==> config.mk <==
export PLATFORM = sky130hd
export DESIGN_NAME = hsd_key_buf
export DESIGN_NICKNAME = d
export VERILOG_FILES = /design/src/assert_macros.svh /design/src/hsd_pkg.sv /design/src/hsd_key_buf.sv
export SDC_FILE = /design/constraint.sdc
export NUM_CORES = 1
export LEC_CHECK = 0
export BUFFER_PORTS_ARGS = -buffer_cell sky130_fd_sc_hd__buf_2
export CAP_MARGIN = 30
export CORE_UTILIZATION = 55
export CTS_BUF_LIST = sky130_fd_sc_hd__clkbuf_4 sky130_fd_sc_hd__clkbuf_8
export CTS_CLUSTER_DIAMETER = 50
export CTS_CLUSTER_SIZE = 30
export DETAILED_ROUTE_END_ITERATION = 6
export GPL_ROUTABILITY_DRIVEN = 0
export PLACE_DENSITY = 0.85
export REMOVE_ABC_BUFFERS = 1
export SLEW_MARGIN = 10
export SYNTH_ARGS = -nofsm -noshare
export SYNTH_HDL_FRONTEND = slang
export SYNTH_SLANG_ARGS = --single-unit
==> constraint.sdc <==
create_clock -name clk -period 6.09 [get_ports clk]
set_input_delay 1.218 -clock clk [delete_from_list [all_inputs] [get_ports clk]]
set_output_delay 1.218 -clock clk [all_outputs]
set_load 0.01 [all_outputs]
==> src/assert_macros.svh <==
// ----------------------------------------------------------------------------
// assert_macros.svh
// shared assertion macros, clocked on clk; HSD_ASSERT is disabled while rst is high
// ----------------------------------------------------------------------------
`ifndef ASSERT_MACROS_SVH
`define ASSERT_MACROS_SVH

// checked only outside reset
`define HSD_ASSERT(lbl, prop, msg) \
  lbl: assert property (@(posedge clk) disable iff (rst) prop) else $error(msg);

// checked on every edge, reset included
`define HSD_ASSERT_ALWAYS(lbl, prop, msg) \
  lbl: assert property (@(posedge clk) prop) else $error(msg);

`endif

==> src/hsd_pkg.sv <==
// ----------------------------------------------------------------------------
// hsd_pkg
// types and constants of the hashed string dictionary
// ----------------------------------------------------------------------------
`default_nettype none

package hsd_pkg;

  localparam logic [31:0] FNV_OFFSET = 32'd2166136261;
  localparam logic [31:0] FNV_PRIME  = 32'd16777619;
  localparam int          CFG_W      = 11;

  typedef enum logic [1:0] {
    KIND_INSERT = 2'd0,
    KIND_LOOKUP = 2'd1,
    KIND_CLEAR  = 2'd2
  } kind_t;

  typedef enum logic [2:0] {
    ST_FOUND        = 3'd0,
    ST_NOT_FOUND    = 3'd1,
    ST_INSERTED     = 3'd2,
    ST_ENTRIES_FULL = 3'd3,
    ST_SLOTS_FULL   = 3'd4,
    ST_KEY_TOO_LONG = 3'd5,
    ST_CLEARED      = 3'd6
  } status_t;

  typedef enum logic [3:0] {
    S_IDLE,
    S_CLEAR,
    S_DIVGO,
    S_DIV,
    S_PRD,
    S_PCHK,
    S_ECHK,
    S_KRD,
    S_KCHK,
    S_CRD,
    S_CWR,
    S_FIN
  } state_t;

  typedef struct packed {
    logic [15:0]        left_id;
    logic [15:0]        right_ctx;
    logic signed [15:0] cost;
    logic [3:0]         pos;
  } pay_t;

  typedef struct packed {
    kind_t              kind;
    logic [7:0]         key_byte;
    logic               last_byte;
    logic [15:0]        entry_left_id;
    logic [15:0]        entry_right_id;
    logic signed [15:0] entry_cost;
    logic [3:0]         entry_pos;
  } in_item_t;

  typedef struct packed {
    status_t            status;
    logic [8:0]         entry_index;
    logic [15:0]        found_left_id;
    logic [15:0]        found_right_id;
    logic signed [15:0] found_cost;
    logic [3:0]         found_pos;
    logic [31:0]        key_hash;
  } out_item_t;

endpackage

`default_nettype wire

==> src/hsd_key_buf.sv <==
// ----------------------------------------------------------------------------
// hsd_key_buf
// running fnv-1a hash, key length and the key byte buffer memory
// ----------------------------------------------------------------------------
`default_nettype none

module hsd_key_buf #(
  parameter int MAX_KEY_LEN = 32,
  parameter int LW          = $clog2(MAX_KEY_LEN + 1),
  parameter int LAW         = $clog2(MAX_KEY_LEN)
) (
  input  wire logic           clk,
  input  wire logic           rst,
  input  wire logic           byte_en,
  input  wire logic [7:0]     key_byte,
  input  wire logic           restart,
  input  wire logic [LAW-1:0] rd_addr,
  output logic [7:0]          rd_data,
  output logic [31:0]         hash,
  output logic [LW-1:0]       len,
  output logic                ovf
);

  logic [7:0]  kbuf [MAX_KEY_LEN];
  logic [31:0] mixed;

  assign mixed = hash ^ {24'd0, key_byte};

  always_ff @(posedge clk) begin
    if (rst || restart) begin
      hash <= hsd_pkg::FNV_OFFSET;
      len  <= '0;
      ovf  <= 1'b0;
    end else if (byte_en) begin
      hash <= 32'(mixed * hsd_pkg::FNV_PRIME);
      if (len < LW'(MAX_KEY_LEN)) begin
        len <= len + LW'(1);
      end else begin
        ovf <= 1'b1;
      end
    end
  end

  always_ff @(posedge clk) begin
    if (byte_en && !restart && (len < LW'(MAX_KEY_LEN))) begin
      kbuf[len[LAW-1:0]] <= key_byte;
    end
    rd_data <= kbuf[rd_addr];
  end

endmodule

`default_nettype wire
==> qor.txt <==
Ports = 64
area grow syn2layout = 9.897%
post-place setup slack = -487.4 ps
Nets = 1606
start point of the worst hold path = hash[28]
Final Skew = 37.02 ps
Synth area leader = edfxtp_1
WS Path Type = input pin to flop
Synth async-reset ratio = 0%
initial antenna violation count = 1
Skew-Pair Late Insertion Delay = 610 ps
max cap viols = 0
vias per inst = 5.926
Routed WL per cell = 22.57 um
overall routed net length = 39380 um
PortBufs = 63
most common flop cell mapped by yosys = edfxtp_1
Crit. End Element = flop
failing checks = DRC
root buffer cell = clkbuf_8
TritonRoute pass-1 iters = 7
Slew Limit Fails = 0
Fmax achieved = 169.2 MHz
largest fanout on the critical path = 20
Reg clk slew, reported paths = 100 ps
total number of yosys warnings = 0
vias in the first global route = 10850
Tmin final = 5911 ps
worst endpoint data arrival time = 6390 ps
worst setup margin = 179.4 ps
Finish-stage setup viols = 0
Synth Instances = 1229
global-route wire length before repair = 61140 um
Worst Max-Slew Pin Slew = 837.6 ps
Synth area leaders = edfxtp_1, ha_1, mux4_2, fa_1, dfxtp_1
post-synth cell types = 55
Worst setup startpoint = key_byte[4]
antenna viol nets, final = 0
via count = 10340
Syn Std Cell Area = 17380 um2
Congestion Overflow GR = 0
share of cells above drive strength 1 = 20.83%
DRC errors left = 4
FP Rows = 64
Yosys reg bits = 303
Die Area = 32320 um2
n_diodes = 0
initial DRC count = 906
top-area cell type share of the netlist area = 44.22%
initial cell density of the core = 56.38%
placed insts = 1695
die height = 179.8 um
EDFF count, synth = 256
commonest non-fill, non-tap cell in the layout = edfxtp_1
max_slew headroom = 43.95%
final hold vios = 0
most frequent cells in the layout = edfxtp_1, inv_1, ha_1
Inserted Clock Buffers = 27
share of the yosys chip area belonging to registers = 49.64%
core area = 30830 um2
hpwl dp = 28640 um
RR Startpoint = hash[2]
CP Data Required Time = 6570 ps
worst hold path class = flop to flop
Mean Syn Cell Area = 14.14 um2
Critical Path Source Type = input pin
H-tree depth = 1
Cell Count, Final, Fillers Out = 1745
Die W = 179.8 um
Final period util = 97.05%
Post-CTS Setup Repair Bufs = 0
largest net degree at the start of global routing = 40
Clock Path Buffers = 3
clock sink total = 303
status = complete, but fails checks
CTS tree = built
GRT Total Usage = 24.84%
-- registers in the layout (all words and copies together), names as in the netlist --
| signal | count |
|---|---|
| len | 6 |
| kbuf | 256 |
| hash | 32 |
| ovf | 1 |
| rd_data | 8 |
-- final timing paths --
path / slack [ps] / to / cells past startpoint
max: 180 / hash[20] / 21
min: 540 / hash[28] / 2
max reg2reg: 510 / hash[20] / 19
min reg2reg: 540 / hash[28] / 2
-- final cells by class --
type | count | area (um2)
Inverter | 191 | 716.9
Sequential cell | 303 | 8628
Clock inverter | 23 | 291.5
Multi-Input combinational cell | 675 | 7754
Fill cell | 2138 | 11730
Tap cell | 396 | 495.5
Timing Repair Buffer | 130 | 845.8
Clock buffer | 27 | 371.6
-- logic make-up (layout without fill, tap and decap cells) --
group | count (synthesis) | in the layout | share of synthesized area (%)
AOI/OAI and AO/OA | 99 | 99 | 3.714
xor gates and xnor gates | 50 | 50 | 2.519
adders and majority gates | 261 | 261 | 21.98
buffers and inverters | 251 | 371 | 5.981
DFF | 303 | 303 | 49.64
muxes | 103 | 103 | 11.75
and+or+nand+nor | 162 | 162 | 4.420
-- synth_stat cells (all sizes together), types with 2 or more instances --
cell type / n
a2111oi: 2
a211oi: 6
a21boi: 2
a21o: 8
a21oi: 28
a311o: 2
a31oi: 3
a41oi: 2
and2: 5
and3: 4
and4: 3
buf: 38
clkbuf: 22
dfxtp: 47
edfxtp: 256
fa: 74
ha: 187
inv: 191
mux2: 8
mux2i: 15
mux4: 80
nand2: 32
nand2b: 6
nand3: 14
nand3b: 5
nand4: 6
nor2: 68
nor2b: 4
nor3: 6
o211ai: 4
o21a: 5
o21ai: 25
o31ai: 5
or3: 4
or4: 2
xnor2: 29
xor2: 21
-- routing by layer --
layer,global-route usage (%),up-vias,share of wire (%)
met5,0,-,0.033
met4,7.586,2,3.0
met1,31.41,5196,39
li1,-,4584,-
met3,4.437,90,7.7
met2,43.58,469,51
-- per-stage QoR --
step                cell area (um2)  hold WS (ps)  utilization [%]  setup TNS [ps]
floorplan                     17060         502.2                -          -152.2
global placement              18380         446.7            59.62           -1653
detailed placement            18400         492.7            59.69           -3776
CTS                           19060         516.8            61.84               0
global route                  19100         574.4            61.96          -9.843
finish                        19100         543.4            61.96               0
-- repair_timing --
item	4_1_cts	5_1_grt
endpoints found under the setup margin	0	3
hold buffers	0	0
resized for setup	0	6
endpoints found under the hold margin	0	0
-- critical path: stages --
cell      delay (ps)
buf_2            110
buf_12           150
xor2_2           160
ha_1             290
ha_1             310
fa_1             470
ha_1             230
fa_1             440
ha_1             280
inv_1             50
fa_1             490
inv_1             50
ha_1             320
and4_4           220
a21oi_2          160
nand2_1          100
o21ai_2          200
a21oi_2           80
o2111a_1         240
or4_1            470
a311o_1          350
Power is left out: the tool's default activity adds up to more than one toggle a clock period on the data nets, which glitch-free logic cannot reach.
