`config.mk`:
```
export PLATFORM = sky130hd
export DESIGN_NAME = hsd_modulo
export DESIGN_NICKNAME = d
export VERILOG_FILES = /design/src/assert_macros.svh /design/src/hsd_modulo.sv
export SDC_FILE = /design/constraint.sdc
export NUM_CORES = 1
export LEC_CHECK = 0
export ABC_AREA = 1
export ABC_CLOCK_PERIOD_IN_PS = 5700
export BUFFER_PORTS_ARGS = -buffer_cell sky130_fd_sc_hd__buf_2
export CORE_UTILIZATION = 60
export CTS_BUF_LIST = sky130_fd_sc_hd__clkbuf_16
export CTS_CLUSTER_DIAMETER = 50
export DETAILED_ROUTE_END_ITERATION = 12
export PLACE_DENSITY = 0.95
export RECOVER_POWER = 50
export SLEW_MARGIN = 20
export SYNTH_ARGS = -nofsm -noshare
export SYNTH_HDL_FRONTEND = slang
export SYNTH_SLANG_ARGS = --single-unit
```
`constraint.sdc`:
```
create_clock -name clk -period 5.7 [get_ports clk]
set_input_delay 0.57 -clock clk [delete_from_list [all_inputs] [get_ports clk]]
set_output_delay 0.57 -clock clk [all_outputs]
set_load 0.03 [all_outputs]
```
`src/assert_macros.svh`:
```
// ----------------------------------------------------------------------------
// assert_macros.svh
// shared assertion macros, clocked on clk; HSD_ASSERT is disabled while rst is high
// ----------------------------------------------------------------------------
`ifndef ASSERT_MACROS_SVH
`define ASSERT_MACROS_SVH

// checked only outside reset
`define HSD_ASSERT(lbl, prop, msg) \
  lbl: assert property (@(posedge clk) disable iff (rst) prop) else $error(msg);

// checked on every edge, reset included
`define HSD_ASSERT_ALWAYS(lbl, prop, msg) \
  lbl: assert property (@(posedge clk) prop) else $error(msg);

`endif

```
`src/hsd_modulo.sv`:
```
// ----------------------------------------------------------------------------
// hsd_modulo
// restoring remainder unit, one dividend bit per cycle
// ----------------------------------------------------------------------------
`default_nettype none

module hsd_modulo #(
  parameter int MW = 11
) (
  input  wire logic          clk,
  input  wire logic          rst,
  input  wire logic          start,
  input  wire logic [31:0]   dividend,
  input  wire logic [MW-1:0] divisor,
  output logic               done,
  output logic [MW-1:0]      rem
);

  logic [31:0]   quo;
  logic [MW-1:0] dvs;
  logic [4:0]    cnt;
  logic          busy;
  logic [MW:0]   trial;

  assign trial = {rem, quo[31]};

  always_ff @(posedge clk) begin
    if (rst) begin
      busy <= 1'b0;
      done <= 1'b0;
      cnt  <= '0;
    end else begin
      done <= 1'b0;
      if (start) begin
        busy <= 1'b1;
        cnt  <= '0;
      end else if (busy) begin
        cnt <= cnt + 5'd1;
        if (cnt == 5'd31) begin
          busy <= 1'b0;
          done <= 1'b1;
        end
      end
    end
  end

  always_ff @(posedge clk) begin
    if (start) begin
      quo <= dividend;
      dvs <= divisor;
      rem <= '0;
    end else if (busy) begin
      quo <= {quo[30:0], 1'b0};
      if (trial >= {1'b0, dvs}) begin
        rem <= MW'(trial - {1'b0, dvs});
      end else begin
        rem <= MW'(trial);
      end
    end
  end

endmodule

`default_nettype wire

```
==> results of run 1 <==
[power breakdown]
part	switching (uW)	internal, uW	total (uW)
Sequential	14.0	515	529
Clock	181	287	468
Combinational	79.9	43.2	123
[registers in the layout, indices dropped and copies added, names as in the netlist]
name and flops:
busy 1, done 1, quo 32, rem 11, dvs 11, cnt 5
[cell families after synthesis]
family	synth area share, %
XOR/XNOR	0.799
adder cells (fa/ha/maj)	5.55
AND/OR/NAND/NOR	31.0
flip-flops	50.2
buffers and inverters	9.66
AO/OA/AOI/OAI	2.78
[worst paths after layout]
path,startpoint,to,slack [ps],cells past startpoint
max,start,quo[17],2420,4
max reg2reg,dvs[0],rem[0],3270,12
min reg2reg,rem[10],rem[10],490,2
min,divisor[8],dvs[8],420,1
[stage by stage]
step / hold WS (ps) / setup WS, ps / area [um^2] / total power, uW / cells
4_1_cts: 413 / 3340 / 3850 / 1120 / 535
5_1_grt: 415 / 2120 / 3830 / 1160 / 535
3_5_place_dp: 480 / 3250 / 3590 / 653 / 519
6_report: 420 / 2420 / 3830 / 1120 / 535
2_1_floorplan: 443 / 3680 / 3290 / 614 / 404
3_3_place_gp: 455 / 3310 / 3590 / 646 / 519
[cell type report]
type	count	area share, %
clock inverters	7	0.915
repair buffers	58	7.19
clock buffers	9	5.88
multi-input cells	268	34.5
inverters	62	6.08
flip-flops and latches	61	43.1
well taps	70	2.29
[placed cells by master (no fill, tap or decap), drive strengths merged]
| master | count |
|---|---|
| a21oi | 7 |
| xor2 | 3 |
| nand4 | 14 |
| nand2 | 174 |
| or2 | 1 |
| clkbuf | 23 |
| a31oi | 1 |
| clkinv | 5 |
| inv | 64 |
| and3 | 1 |
| nor4 | 1 |
| ha | 13 |
| nor3 | 2 |
| o21ai | 7 |
| edfxtp | 43 |
| fa | 1 |
| a211oi | 1 |
| nand3 | 27 |
| buf | 44 |
| nor2 | 15 |
| dfxtp | 18 |
[routing by layer]
layer	vias up	routed length [um]	global-route usage (%)
met5	-	0	0
met2	174	3620	43.2
met4	0	308	16.9
li1	1396	-	-
met3	46	566	5.51
met1	1336	3100	35.0
==> flow_summary.json, run 1 <==
{
  "crit_family": "buffers and inverters",
  "tightest_slew_ps": 1980,
  "io_buffers": 57,
  "cp_max_fo": 47,
  "slowest_stage": "clkbuf_1",
  "synthCells": 404,
  "synth_async_sr_flop_share_pct": 0,
  "synth_ff_type": "edfxtp_1",
  "cts-hold-fix-buffers": 0,
  "max_freq_mhz": 305,
  "syn2layout_area_growth_pct": 16.3,
  "synth_top_area_cell": "edfxtp_1",
  "syn_nets": 464,
  "maxSlewHeadroom_pct": -31.9,
  "drcViolationCount": 0,
  "regArea_um2": 1650,
  "ant_nets": 0,
  "arrival_ps": 3340,
  "cts_tree": "built",
  "critical_path_class": "primary input to register",
  "fp.dieH_um": 76.1,
  "start_util_pct": 63.2,
  "synthTopCellsByArea": "edfxtp_1 39%, nand2_1 19%, dfxtp_1 11%, inv_1 6.8%, ha_1 4.9%",
  "outcome": "finished with violations",
  "grt_pass1_vias": 2803,
  "rsz0062_at_grt": "no",
  "fin_crit_sh_pct": 57.6,
  "peakVddDrop_mv": 0.226,
  "crit_path_end_kind": "register",
  "die_x_um": 76.1,
  "grt_max_degree": 48,
  "cp.required_ps": 5760,
  "cts_resized": 0,
  "via_count": 2952,
  "worstSkewPairLatency_ps": 320,
  "multi_input_area_um2": 1320,
  "clk_pin_slew_ps": 50,
  "dpl.hpwl_um": 4980,
  "maxSlewViolCount": 48,
  "syn_area_per_cell_um2": 8.15,
  "yosysTopAreaCellShare_pct": 39.2,
  "setup_viol": 0,
  "yosysSeqAreaShare_pct": 50.2,
  "root_buffer": "clkbuf_16",
  "drive_gt1_share_pct": 16.6,
  "drtPass1Iterations": 6,
  "post-synth-top-count-cell": "nand2_1",
  "vias_per_cell": 5.52,
  "powerDensity_nw_per_um2": 293,
  "clock_skew_ps": 6.84,
  "fin_crit_ps": 3280,
  "fin_nets": 520,
  "synth_area_um2": 3290,
  "grt_first_pass_wirelength_um": 12400,
  "grtUsageTotal_pct": 27.4,
  "antenna_found_initial": 0,
  "path_cells": "clkbuf_1 > inv_1 > nand2_1 > nand2_1",
  "dieArea_um2": 5780,
  "fillers": 369,
  "failed_checks": "capacitance limit, slew limit",
  "cts_buffer_depth": 2,
  "drv_cap": 1,
  "h-tree-depth": 3,
  "ys_types": 29,
  "hp-class": "primary input to register",
  "cp-start-kind": "primary input",
  "dr.first_iter.drc_count": 329,
  "num_rows": 26,
  "yosys-top-cells-count": "167 x nand2_1, 60 x inv_1, 43 x edfxtp_1",
  "cellLeakagePower_uw": 0.00194,
  "finalHoldViolCount": 0,
  "critPathBufInv": 2,
  "yosysWarnings": 0,
  "cts.sinks": 61,
  "post-cts-setup-buffers": 0,
  "diodes": 0,
  "final_util_pct": 73.6,
  "boundaryPins": 58,
  "cpMostUsedCell": "nand2_1",
  "gp_congestion": 0.928,
  "detail_route.wirelength_um": 7590,
  "synth-edff-count": 43,
  "core-area_um2": 5200,
  "cts_buffers": 9,
  "wl_per_cell_um": 14.2,
  "grt-ovfl-total": 0,
  "ys_ff_latch": 61,
  "setup_tns_ps": 0,
  "slowest_delay_ps": 1390
}
Note: power is estimated with default switching activity, not from simulation.
==> inputs of run 2 (changes only) <==
- ABC_AREA: 1 -> 0
- ABC_CLOCK_PERIOD_IN_PS: 5700 -> 3000
- CORE_UTILIZATION: 60 -> 50
- PLACE_DENSITY: 0.95 -> 0.87
- clock period: 5.7 -> 3 ns (I/O delays scaled with it)
==> flow_summary.json, run 2 <==
{
  "powerDensity_nw_per_um2": 640,
  "post-synth-top-count-cell": "edfxtp_1",
  "drv_cap": 0,
  "fin_nets": 370,
  "die_x_um": 80.2,
  "h-tree-depth": 3,
  "synth-edff-count": 43,
  "synth_ff_type": "edfxtp_1",
  "worstSkewPairLatency_ps": 320,
  "syn_area_per_cell_um2": 12.2,
  "synth_simple_gate_area_share_pct": 11.1,
  "final_common_cell": "buf_2",
  "drtPass1Iterations": 4,
  "cp.required_ps": 3230,
  "cellLeakagePower_uw": 0.00150,
  "synth-compound-area-share_pct": 10.5,
  "fp.dieH_um": 80.2,
  "finalHoldViolCount": 0,
  "clock_skew_ps": 4.48,
  "yosysSeqAreaShare_pct": 54.1,
  "cts_tree": "built",
  "wl_per_cell_um": 15.0,
  "dpl.hpwl_um": 3980,
  "hold_path_depth": 2,
  "grtUsageTotal_pct": 19.8,
  "cp-start-kind": "register",
  "dr.first_iter.drc_count": 123,
  "ant_nets": 0,
  "clk_pin_slew_ps": 50,
  "rsz0062_at_grt": "no",
  "synthMuxAreaShare_pct": 12.8,
  "fin_crit_sh_pct": 88.6,
  "io_buffers": 57,
  "cts.sinks": 61,
  "tightest_slew_ps": 1240,
  "multi_input_area_um2": 1290,
  "yosysWarnings": 0,
  "dieArea_um2": 6420,
  "arrival_ps": 2890,
  "yosys-top-cells-count": "43 x edfxtp_1, 32 x mux2_2, 18 x dfxtp_1, 18 x nor2_1",
  "largest_register": "quo",
  "drcViolationCount": 0,
  "max_freq_mhz": 376,
  "syn_nets": 311,
  "ys_ff_latch": 61,
  "root_buffer": "clkbuf_16",
  "synth_async_sr_flop_share_pct": 0,
  "power.total_uw": 2330,
  "via_count": 2143,
  "ys_types": 50,
  "fin_crit_ps": 2660,
  "hp-class": "primary input to register",
  "largest_registers": "quo x32, dvs x11, rem x11",
  "timing.rr.start": "quo[31]",
  "hold_end": "busy",
  "outcome": "completed",
  "boundaryPins": 58,
  "synthCells": 251,
  "grt_first_pass_wirelength_um": 9560,
  "setup_viol": 0,
  "synth_top_family_by_area": "multiplexers",
  "diodes": 0,
  "fillers": 485,
  "cts_buffer_depth": 2,
  "synthTopCellsByArea": "edfxtp_1 42%, dfxtp_1 12%, mux2_2 12%, ha_1 5.3%, nor2_1 2.2%",
  "place_ws_ps": 177,
  "setup_tns_ps": 0,
  "yosysTopAreaCellShare_pct": 42.3,
  "cp_max_fo": 11,
  "critical_path_class": "register to register",
  "maxSlewHeadroom_pct": 17.2,
  "num_rows": 28,
  "synth_xor_area_share_pct": 1.72,
  "largest_reg_flops": 32,
  "grt-ovfl-total": 0,
  "fin_ws_ps": 343,
  "grt_pass1_vias": 2186,
  "r2r-end": "rem[0]",
  "core-area_um2": 5920,
  "ff2ff_path_depth": 9,
  "start_util_pct": 51.6,
  "ff2ff_setup_slack_ps": 340,
  "gp_congestion": 0.838,
  "final_cell_mix": "44 x buf_2, 43 x edfxtp_1, 32 x mux2_2",
  "detail_route.wirelength_um": 5860,
  "maxSlewViolCount": 0,
  "min-delay-start": "rst",
  "crit_start": "quo[31]",
  "synth_top_area_cell": "edfxtp_1",
  "syn2layout_area_growth_pct": 19.3,
  "crit_path_end_kind": "register",
  "grt_max_degree": 34,
  "antenna_found_initial": 0,
  "cts_buffers": 9,
  "synth_area_um2": 3050,
  "drive_gt1_share_pct": 32.7,
  "vias_per_cell": 5.49,
  "post-cts-setup-buffers": 0,
  "peakVddDrop_mv": 0.376,
  "regArea_um2": 1650,
  "synth_adder_area_share_pct": 5.98
}
run 2: changes by cell type in the layout (fill, tap and decap cells not counted), moves of 4 or more:
cell	delta
or2_2	+4
nand3_2	-8
nand2_2	-6
mux2_2	+32
nand3_1	-16
a311oi_1	+7
inv_1	-44
nand4_1	-13
a21o_1	+4
nor2_1	+4
nand2_1	-150
run 2: cells by family (layout without fill, tap and decap cells):
group / after synthesis / after routing
AND/OR/NAND/NOR: 65 / 65
flip-flops: 61 / 61
AO/OA/AOI/OAI: 41 / 41
multiplexers: 35 / 35
buffers and inverters: 29 / 93
adder cells (fa/ha/maj): 14 / 14
XOR/XNOR: 6 / 6
run 2: cell type report:
type / instances / area share, %
flip-flops and latches: 61 / 45.3
clock buffers: 9 / 6.18
multi-input cells: 161 / 35.5
well taps: 75 / 2.57
inverters: 17 / 1.75
repair buffers: 60 / 7.79
clock inverters: 7 / 0.927
run 2: where the power goes:
| part | total [uW] | switching (uW) | internal (uW) |
|---|---|---|---|
| clock network | 891 | 348 | 544 |
| logic | 415 | 236 | 179 |
| registers | 1030 | 35.5 | 991 |
| total | 2330 | 619 | 1710 |
run 2: timing repair:
item                                    CTS  global route
hold buffers                              0             0
endpoints found under the setup margin    0             1
endpoints found under the hold margin     0             0
gates resized for setup                   0             1
run 2: through the flow:
stage | util [%] | area (um^2) | cells | hold WS (ps)
detailed placement | 57.5 | 3400 | 374 | 476
floorplan | - | 3050 | 251 | 372
global placement | 57.5 | 3400 | 374 | 477
global route | 61.6 | 3640 | 390 | 138
CTS | 61.8 | 3660 | 390 | 130
finish | 61.6 | 3640 | 390 | 143
run 2: worst max-delay path, stage by stage (launching register included):
cell and delay (ps):
edfxtp_1 380, inv_1 80, ha_1 200, fa_1 240, nor2b_1 80, o22a_1 210
o2111a_2 310, a211oi_4 430, mux2_2 390, a211oi_1 240
run 2: worst max path at each step:
stage,end,slack (ps),depth (start not counted)
CTS,rem[0],150,9
global placement,rem[0],370,9
global route,rem[0],170,9
detailed placement,rem[0],180,9
finish,rem[0],340,9
floorplan,rem[10],470,9
run 2: layer usage:
layer | wire [um] | vias to the layer above | global-route usage (%)
li1 | - | 1056 | -
met1 | 2510 | 1014 | 23.5
met2 | 2880 | 60 | 32.6
met3 | 363 | 13 | 6.14
met4 | 108 | 0 | 9.82
met5 | 0 | - | 0
==> inputs of run 3 (changes only) <==
- CELL_PAD_IN_SITES_DETAIL_PLACEMENT: unset -> 0
- CELL_PAD_IN_SITES_GLOBAL_PLACEMENT: unset -> 1
- CORE_UTILIZATION: 50 -> 40
==> flow_summary.json, run 3 (synthesis results as in run 2) <==
{
  "outcome": "completed",
  "diodes": 0,
  "die_x_um": 89.4,
  "cp_max_fo": 10,
  "hp-class": "primary input to register",
  "drv_cap": 0,
  "timing.rr.start": "dvs[0]",
  "maxSlewViolCount": 0,
  "finalHoldViolCount": 0,
  "final_cell_mix": "43 x edfxtp_1, 43 x buf_2, 32 x mux2_2",
  "final_cells": 414,
  "clock_skew_ps": 7.33,
  "via_count": 2107,
  "cp-start-kind": "register",
  "fin_crit_sh_pct": 88.2,
  "antenna_found_initial": 0,
  "cts.sinks": 61,
  "dpl.hpwl_um": 3910,
  "grt-ovfl-total": 0,
  "peakVddDrop_mv": 0.289,
  "post-cts-setup-buffers": 0,
  "detail_route.wirelength_um": 5750,
  "dr.first_iter.drc_count": 68,
  "cts_buffer_depth": 2,
  "place_ws_ps": 406,
  "drtPass1Iterations": 4,
  "largest_registers": "quo x32, dvs x11, rem x11",
  "largest_register": "quo",
  "power.total_uw": 2440,
  "h-tree-depth": 3,
  "max_freq_mhz": 378,
  "fp.dieH_um": 89.4,
  "final_util_pct": 50.5,
  "crit_start": "dvs[0]",
  "rsz0062_at_grt": "no",
  "setup_viol": 0,
  "r2r-end": "rem[6]",
  "grt_max_degree": 57,
  "cp.required_ps": 3200,
  "boundaryPins": 58,
  "grt_pass1_vias": 2029,
  "grtUsageTotal_pct": 16.0,
  "clk_pin_slew_ps": 60,
  "setup_tns_ps": 0,
  "ant_nets": 0,
  "arrival_ps": 2850,
  "fin_nets": 370,
  "cts-hold-fix-buffers": 0,
  "worstSkewPairLatency_ps": 320,
  "num_rows": 31,
  "min-delay-start": "divisor[10]",
  "dieArea_um2": 7990,
  "vias_per_cell": 5.09,
  "core-area_um2": 7330,
  "ff2ff_setup_slack_ps": 350,
  "hold_path_depth": 1,
  "cts_buffers": 9,
  "place_inst": 398,
  "drcViolationCount": 0,
  "gp_congestion": 0.763,
  "hold_end": "dvs[10]",
  "wl_per_cell_um": 13.9,
  "tightest_slew_ps": 1330,
  "largest_reg_flops": 32,
  "fin_ws_ps": 354,
  "powerDensity_nw_per_um2": 659,
  "cts_resized": 0,
  "ff2ff_path_depth": 9,
  "critical_path_class": "register to register",
  "root_buffer": "clkbuf_16",
  "syn2layout_area_growth_pct": 21.3,
  "cellLeakagePower_uw": 0.00151,
  "start_util_pct": 41.7,
  "drive_gt1_share_pct": 33.3,
  "grt_first_pass_wirelength_um": 9320,
  "fin_crit_ps": 2650,
  "cts_tree": "built",
  "fillers": 659,
  "io_buffers": 57,
  "maxSlewHeadroom_pct": 11.6,
  "crit_path_end_kind": "register"
}
-- run 3: area by class of cell --
class                   instances  area (um^2)  area share [%]
flip-flops and latches         61         1650            44.6
multi-input cells             161         1280            34.7
repair buffers                 60          288            7.77
clock buffers                   9          225            6.08
well taps                      99          124            3.34
clock inverters                 7         66.3            1.79
inverters                      17         63.8            1.72
-- run 3: routing by layer --
layer  share of wire (%)  up-vias  GRT usage [%]
li1                    -     1063              -
met1                  46      992           19.3
met2                  47       46           26.5
met3                 5.7        6           5.82
met4                0.92        0           5.63
met5                   0        -              0
-- run 3: report_power, final --
part,internal (uW),leakage [uW],switching [uW]
clock,636,0.000136,373
sequential,990,0.000578,34.0
combinational,180,0.000795,227
-- run 3: critical path: stages (launching register included) --
cell and delay (ps):
edfxtp_1 370, ha_1 220, fa_1 410, nor2b_1 170, o22a_1 200, o2111a_2 260
a211oi_2 60, buf_4 200, or3b_1 370, a311oi_1 280
-- run 3: per-stage QoR --
step                      instance area [um^2]  hold WS [ps]
after floorplan                           3050           372
after global placement                    3430           479
after detailed placement                  3430           479
after CTS                                 3720           135
after global routing                      3700           144
final                                     3700           147
-- run 3: worst max-delay path by stage --
stage,depth (start not counted),to
5_1_grt,10,rem[6]
3_3_place_gp,10,rem[6]
2_1_floorplan,9,rem[10]
3_5_place_dp,9,rem[6]
4_1_cts,9,rem[6]
6_report,9,rem[6]
